`src/sv/mlsp_pkg.sv`:
```
`timescale 1ns / 1ps

package mlsp_pkg;

  // List geometry
  localparam int LIST_DEPTH = 256;
  localparam int IDX_W      = $clog2(LIST_DEPTH);
  localparam int CNT_W      = $clog2(LIST_DEPTH + 1);

  // Field widths
  localparam int MOVE_W  = 16;
  localparam int SCORE_W = 11;
  localparam int PIECE_W = 3;
  localparam int CAP_W   = 7;
  localparam int MODE_W  = 2;
  localparam int KIND_W  = 2;
  localparam int CFG_IDX_W  = 2;
  localparam int CFG_DATA_W = 16;

  // Score bonuses
  localparam logic [SCORE_W-1:0] HINT_BONUS  = SCORE_W'(1000);
  localparam logic [SCORE_W-1:0] PROMO_BONUS = SCORE_W'(100);

  // Scoring modes
  localparam logic [MODE_W-1:0] MODE_NONE   = 2'd0;
  localparam logic [MODE_W-1:0] MODE_VICTIM = 2'd1;
  localparam logic [MODE_W-1:0] MODE_PAIR   = 2'd2;

  // Configuration register indexes
  localparam logic [CFG_IDX_W-1:0] REG_SCORING_MODE = 2'd0;
  localparam logic [CFG_IDX_W-1:0] REG_HINT_MOVE    = 2'd1;

  // Number of attacker rows in the pair table
  localparam logic [PIECE_W-1:0] ATTACKER_ROWS = 3'd6;

  // Capture tables, indexed by victim (and attacker)
  localparam logic [CAP_W-1:0] VICTIM_VAL [8] = '{
    7'd10, 7'd20, 7'd30, 7'd40, 7'd50, 7'd90, 7'd0, 7'd0
  };

  localparam logic [CAP_W-1:0] PAIR_VAL [6][8] = '{
    '{7'd15, 7'd25, 7'd35, 7'd45, 7'd55, 7'd95, 7'd0, 7'd0},
    '{7'd14, 7'd24, 7'd34, 7'd44, 7'd54, 7'd94, 7'd0, 7'd0},
    '{7'd13, 7'd23, 7'd33, 7'd43, 7'd53, 7'd93, 7'd0, 7'd0},
    '{7'd12, 7'd22, 7'd32, 7'd42, 7'd52, 7'd92, 7'd0, 7'd0},
    '{7'd11, 7'd21, 7'd31, 7'd41, 7'd51, 7'd91, 7'd0, 7'd0},
    '{7'd10, 7'd20, 7'd30, 7'd40, 7'd50, 7'd90, 7'd0, 7'd0}
  };

  // Item kinds
  typedef enum logic [KIND_W-1:0] {
    KIND_CLEAR = 2'd0,
    KIND_LOAD  = 2'd1,
    KIND_PICK  = 2'd2
  } kind_t;

  // One list entry
  typedef struct packed {
    logic [MOVE_W-1:0]  move;
    logic [SCORE_W-1:0] score;
  } entry_t;

  // Requests from the top level to the scan unit
  typedef struct packed {
    logic             load_en;
    logic [IDX_W-1:0] load_addr;
    entry_t           load_entry;
    logic             pick_start;
    logic [IDX_W-1:0] pick_idx;
    logic [CNT_W-1:0] pick_count;
  } sel_req_t;

  // Status from the scan unit
  typedef struct packed {
    logic   busy;
    logic   done;
    entry_t best;
  } sel_rsp_t;

  // Scan sequencer states
  typedef enum logic [1:0] {
    SEL_IDLE,
    SEL_FETCH,
    SEL_SCAN,
    SEL_WB
  } sel_state_t;

endpackage

```
`src/sv/mlsp_score.sv`:
```
`timescale 1ns / 1ps

module mlsp_score (
  input  logic [mlsp_pkg::MODE_W-1:0]  mode,
  input  logic [mlsp_pkg::MOVE_W-1:0]  hint_move,
  input  logic [mlsp_pkg::MOVE_W-1:0]  move_code,
  input  logic [mlsp_pkg::PIECE_W-1:0] attacker_piece,
  input  logic [mlsp_pkg::PIECE_W-1:0] victim_piece,
  input  logic                         queen_promotion,
  output logic [mlsp_pkg::SCORE_W-1:0] score
);
  import mlsp_pkg::*;

  logic [CAP_W-1:0] cap;

  // Capture part from the selected table
  always_comb begin
    cap = '0;
    if (mode == MODE_VICTIM) begin
      cap = VICTIM_VAL[victim_piece];
    end else if (mode == MODE_PAIR) begin
      if (attacker_piece < ATTACKER_ROWS) begin
        cap = PAIR_VAL[attacker_piece][victim_piece];
      end
    end
  end

  // Hint bonus wins over promotion bonus
  always_comb begin
    if (move_code == hint_move) begin
      score = SCORE_W'(cap) + HINT_BONUS;
    end else if (queen_promotion) begin
      score = SCORE_W'(cap) + PROMO_BONUS;
    end else begin
      score = SCORE_W'(cap);
    end
  end

endmodule

```
`config.mk`:
```
export PLATFORM = sky130hd
export DESIGN_NAME = mlsp_score
export DESIGN_NICKNAME = d
export VERILOG_FILES = /design/src/sv/mlsp_pkg.sv /design/src/sv/mlsp_score.sv
export SDC_FILE = /design/constraint.sdc
export NUM_CORES = 1
export LEC_CHECK = 0
export ABC_CLOCK_PERIOD_IN_PS = 8600
export BUFFER_PORTS_ARGS = -buffer_cell sky130_fd_sc_hd__buf_4
export CAP_MARGIN = 20
export CORE_MARGIN = 2
export CORE_UTILIZATION = 23
export DETAILED_ROUTE_END_ITERATION = 8
export PLACE_DENSITY_LB_ADDON = 0.12
export SLEW_MARGIN = 20
export SYNTH_ARGS = -nofsm -noshare
export SYNTH_HDL_FRONTEND = slang
export SYNTH_SLANG_ARGS = --single-unit
```
`constraint.sdc`:
```
create_clock -name vclk -period 8.6
set_input_delay 1.72 -clock vclk [all_inputs]
set_output_delay 1.72 -clock vclk [all_outputs]
set_load 0.02 [all_outputs]
```
* Yosys cells after proc, flatten, opt, wreduce, memory -nomap -nowiden *
Memories as Yosys holds them, arrays and structs flattened.
Cells that the tools add are included.

word-level totals
  flip-flop bits (word level) = 0
  ROM bits = 504
  output and inout bits = 11
  memories kept = 2

memory list
  memory            depth  width  read ports  clocked after memory_dff  write ports  line              text
  (name not given)  8      56     1           0                         0            mlsp_score.sv:23  cap = PAIR_VAL[attacker_piece][victim_piece];
  (name not given)  8      7      1           0                         0            mlsp_score.sv:20  cap = VICTIM_VAL[victim_piece];

cells by class
  add/subtract/negate cells = 2
  $lt $le $gt $ge = 3
  equal/unequal tests = 3
  mux-type cells = 12
  bitwise logic cells = 2

operator list
  kind                     count
  $mux W56                 2
  $mux W7                  7
  $bmux W7 S3              1
  $eq A16 B16 Y1           1
  $add A7 B10 Y11 const B  1
  $mux W11                 1
  $add A7 B7 Y8 const B    1
  $ge A4 B4 Y1 const B     2
  $mux W8                  1
  $not A3 Y4               2
  $lt A3 B3 Y1 const B     1
  $eq A2 B1 Y1 const B     1
  $eq A2 B2 Y1 const B     1

* Longest topological paths before layout *
  depth in word-level cells = 13
  depth in mapped cells = 12
  depth with buffers taken out = 11

* Worst setup path before layout *
Ideal clock, no wire load.

  kind = input port to output port
  from = input port attacker_piece[2] (netlist bit)
  to = output port score[6] (netlist bit)
  arrival time = 3.887 ns
  path slack = 2.993 ns
  stages on the path = 10
  buffers on the path = 1
  path through = clkbuf_2 > or4_1 > o2111a_1 > or2_1 > ha_1 > inv_1 > a211oi_1 > a311oi_1 > nand3_1 > a31oi_1

on the way
  word-level cells in the longest chain between the ends = 13
  elaborated cells between the ends (all ways) = 15

ends and longest elaborated chain
  what                                          line              text
  from (decl)                                   mlsp_score.sv:7   input logic [mlsp_pkg::PIECE_W-1:0] attacker_piece,
  $not A3 Y4 (implied by the code)              mlsp_score.sv:23
  $mem_v2 Z8 W56                                --
  $mux W56 (implied by the code) (2 in series)  mlsp_score.sv:23
  $bmux W7 S3                                   mlsp_score.sv:23
  $mux W7 (implied by the code) (2 in series)   mlsp_score.sv:23
  $mux W7 *                                     mlsp_score.sv:22  if (attacker_piece < ATTACKER_ROWS) begin
  $mux W7 *                                     mlsp_score.sv:21  end else if (mode == MODE_PAIR) begin
  $mux W7 *                                     mlsp_score.sv:19  if (mode == MODE_VICTIM) begin
  $add A7 B7 Y8                                 mlsp_score.sv:33  score = SCORE_W'(cap) + PROMO_BONUS;
  $mux W8                                       mlsp_score.sv:32  end else if (queen_promotion) begin
  $mux W11 *                                    mlsp_score.sv:30  if (move_code == hint_move) begin
  to (decl)                                     mlsp_score.sv:10  output logic [mlsp_pkg::SCORE_W-1:0] score

Mark *: on every way between the ends. The rest lies on a longest branch, timed or not. The select of a mux whose other input is x is not followed.

* Final worst setup path *
  from = input port victim_piece[2] (netlist bit)
  to = output port score[6] (netlist bit)

on the way
  word-level cells in the longest chain between the ends = 10
  elaborated cells between the ends (all ways) = 14

ends and longest elaborated chain
  what                                         line                                text
  from (decl)                                  mlsp_score.sv:8                     input logic [mlsp_pkg::PIECE_W-1:0] victim_piece,
  $not A3 Y4 (implied by the code) *           mlsp_score.sv:20, mlsp_score.sv:23
  $bmux W7 S3                                  mlsp_score.sv:23
  $mux W7 (implied by the code) (2 in series)  mlsp_score.sv:23
  $mux W7                                      mlsp_score.sv:22
  $mux W7                                      mlsp_score.sv:21
  $mux W7 *                                    mlsp_score.sv:19
  $add A7 B7 Y8                                mlsp_score.sv:33
  $mux W8                                      mlsp_score.sv:32
  $mux W11 *                                   mlsp_score.sv:30

Marked as above.

==> results.toml <==
[status]
status = "complete, no violations"

[worst_setup_path]
crit_arrival_ps = 3990
cpMaxStageDelayCell = "or4_1"
cp_num_buf_inv = 3
timing.critical_path.to = "score[6]"
path_depth = 12
cp-start-kind = "input pin"
worst_path_most_repeated_cell = "buf_4"
max_stage_delay_ps = 410
path_class = "in -> out"
critPathMaxFanout = 10
cp-end-kind = "output port"
startpoint = "victim_piece[2]"
required_ps = 6880
path_cells = "buf_4 -> nand2b_4 -> or4_1 -> o2111a_1 -> or2_1 -> ha_1 -> inv_1 -> a211oi_1 -> a311oi_1 -> nand3_1 -> a31oi_1 -> buf_4"
crit_family = "simple AND/OR/NAND/NOR gates"

[placed_design]
portBuffers = 52
place_area_sq_mm = 0.00118
place_ws_ps = 2930
hpwl_um = 1940
place.gp.congestion = 0.800

[timing]
drv_slew = 0
rsz0062_at_grt = "false"
relSlewSlack = 0.627
worst-slew-pin-transition_ps = 553
fin_crit_ps = 5710
hold_slack_ps = 3700
finalHoldViolations = 0
clock.fmax_mhz = 175
finalSetupViolCount = 0
final.period_utilization = 0.664
tns_ps = 0
fin_ws_ps = 2890

[layout]
fill_cells = 353
antenna_cells = 0
syn_to_final_growth_pct = 54.9
multi_input_area_sq_um = 708
final_cell_area_sq_mm = 0.00118
drive_gt1_frac = 0.359
numSequentialCells = 0
regArea_sq_um = 0
final.clkbuf_count = 0
num-nets-final = 206

[floorplan]
die_y_um = 61.5
pin_count = 52
initial_core_util = 0.245
core_area_sq_mm = 0.00310
die_w_um = 61.5
placementRows = 20
die_area_sq_mm = 0.00378

[detailed_routing]
drtAntennaViolNets = 0
drt-met1-wl_um = 958
drc = 0
drt-initial-drc-count = 25
wl_um = 2240
routed_via_density = 4.82
met3_wirelength_um = 218
dr.max_layer_used = "met3"
vias = 963
route.met2.wl_um = 1060
first_pass_iters = 4
wl_per_cell_um = 11.2

[global_routing]
grt_pass1_wl_um = 3650
grt_max_degree = 13
grt-ovfl-total = 0
gr-usage-all-layers = 0.120
first_global_vias = 895
antenna_found_initial = 0

[logic_synthesis]
ys_seq_area_frac = 0
netlist_area_sq_um = 759
synth_warnings = 0
synth.avg_cell_area_sq_um = 6.97
syn_nets = 157
syn_inst = 109
synthDistinctLibCells = 42

[cts]
hold_buffers = 0
post-cts-setup-buffers = 0
postCtsResizedCells = 0

[run]
cap_violations = 0

[hold_path]
min_path_type = "in -> out"

[power_and_ir_drop]
power_density_mw_per_mm2 = 45.3
p_leak_uw = 0.000568
max-vdd-ir-drop_uv = 14.8
layout by cell type, fill, tap and decap left out, drive strengths merged, types with 2 or more instances in the layout:
cell and n:
o211ai 2, ha 7, o21ai 6, nand2b 7, buf 52, a21o 2, nand2 7, and2 5
and4 2, nor4 4, nand3 3, xor2 17, nor2 9, inv 6, a21oi 4, a211oi 2
worst min-delay path, delay by kind of cell:
kind	cells	cell delay, ps
AND/OR/NAND/NOR	1	30
buffers and inverters	2	220
Yosys cell counts (all sizes together) (2+ instances only):
| cell type | count | share of area |
|---|---|---|
| nand3 | 3 | 0.020 |
| nor4 | 4 | 0.033 |
| buf | 2 | 0.021 |
| xor2 | 17 | 0.20 |
| ha | 7 | 0.12 |
| inv | 6 | 0.030 |
| a21o | 2 | 0.020 |
| nor2 | 9 | 0.044 |
| and4 | 2 | 0.023 |
| clkbuf | 3 | 0.016 |
| o21ai | 6 | 0.040 |
| o211ai | 2 | 0.020 |
| nand2b | 7 | 0.068 |
| a211oi | 2 | 0.020 |
| and2 | 5 | 0.041 |
| a21oi | 4 | 0.026 |
| nand2 | 7 | 0.035 |
metrics by stage:
| step | util | instances | total power (uW) |
|---|---|---|---|
| 2_1_floorplan | - | 109 | 27.9 |
| 3_3_place_gp | 0.379 | 200 | 52.7 |
| 3_5_place_dp | 0.379 | 200 | 53.4 |
| 4_1_cts | 0.379 | 200 | 53.7 |
| 5_1_grt | 0.379 | 200 | 59.1 |
| 6_report | 0.379 | 200 | 53.3 |
worst min path at each step:
stage / from / end / slack [ps] / cells past startpoint
final: attacker_piece[0] / score[0] / 3700 / 3
after global routing: attacker_piece[0] / score[0] / 3710 / 3
after CTS: attacker_piece[0] / score[0] / 3700 / 3
after detailed placement: attacker_piece[0] / score[0] / 3700 / 3
after global placement: attacker_piece[0] / score[0] / 3700 / 3
after floorplan: attacker_piece[0] / score[0] / 3520 / 1
metal layers:
layer	vias up	GRT usage
met5	-	0
met4	0	0
met3	0	0.0126
met2	51	0.225
met1	420	0.158
li1	492	-
where the power goes:
group | switching [uW] | internal, uW | leakage, uW
sequential | 0 | 0 | 0
clock | 0 | 0 | 0
combinational | 25.5 | 27.8 | 0.000568
total | 25.5 | 27.8 | 0.000568
kinds of logic (layout without fill, tap and decap cells):
kind of cell             count (synthesis)  in the layout  share of synthesized area
AND/OR/NAND/NOR                         44             44                      0.330
buffers and inverters                   11             58                     0.0675
multiplexers                             1              1                     0.0132
AO/OA/AOI/OAI                           28             28                      0.267
adder cells (fa/ha/maj)                  7              7                      0.115
XOR/XNOR                                18             18                      0.208
area by class of cell:
cell class / instances / share of cell area
multi-input combinational: 98 / 0.602
timing repair buffer: 52 / 0.332
tap: 44 / 0.0468
inverter: 6 / 0.0191
(Power assumes the default switching activity.)
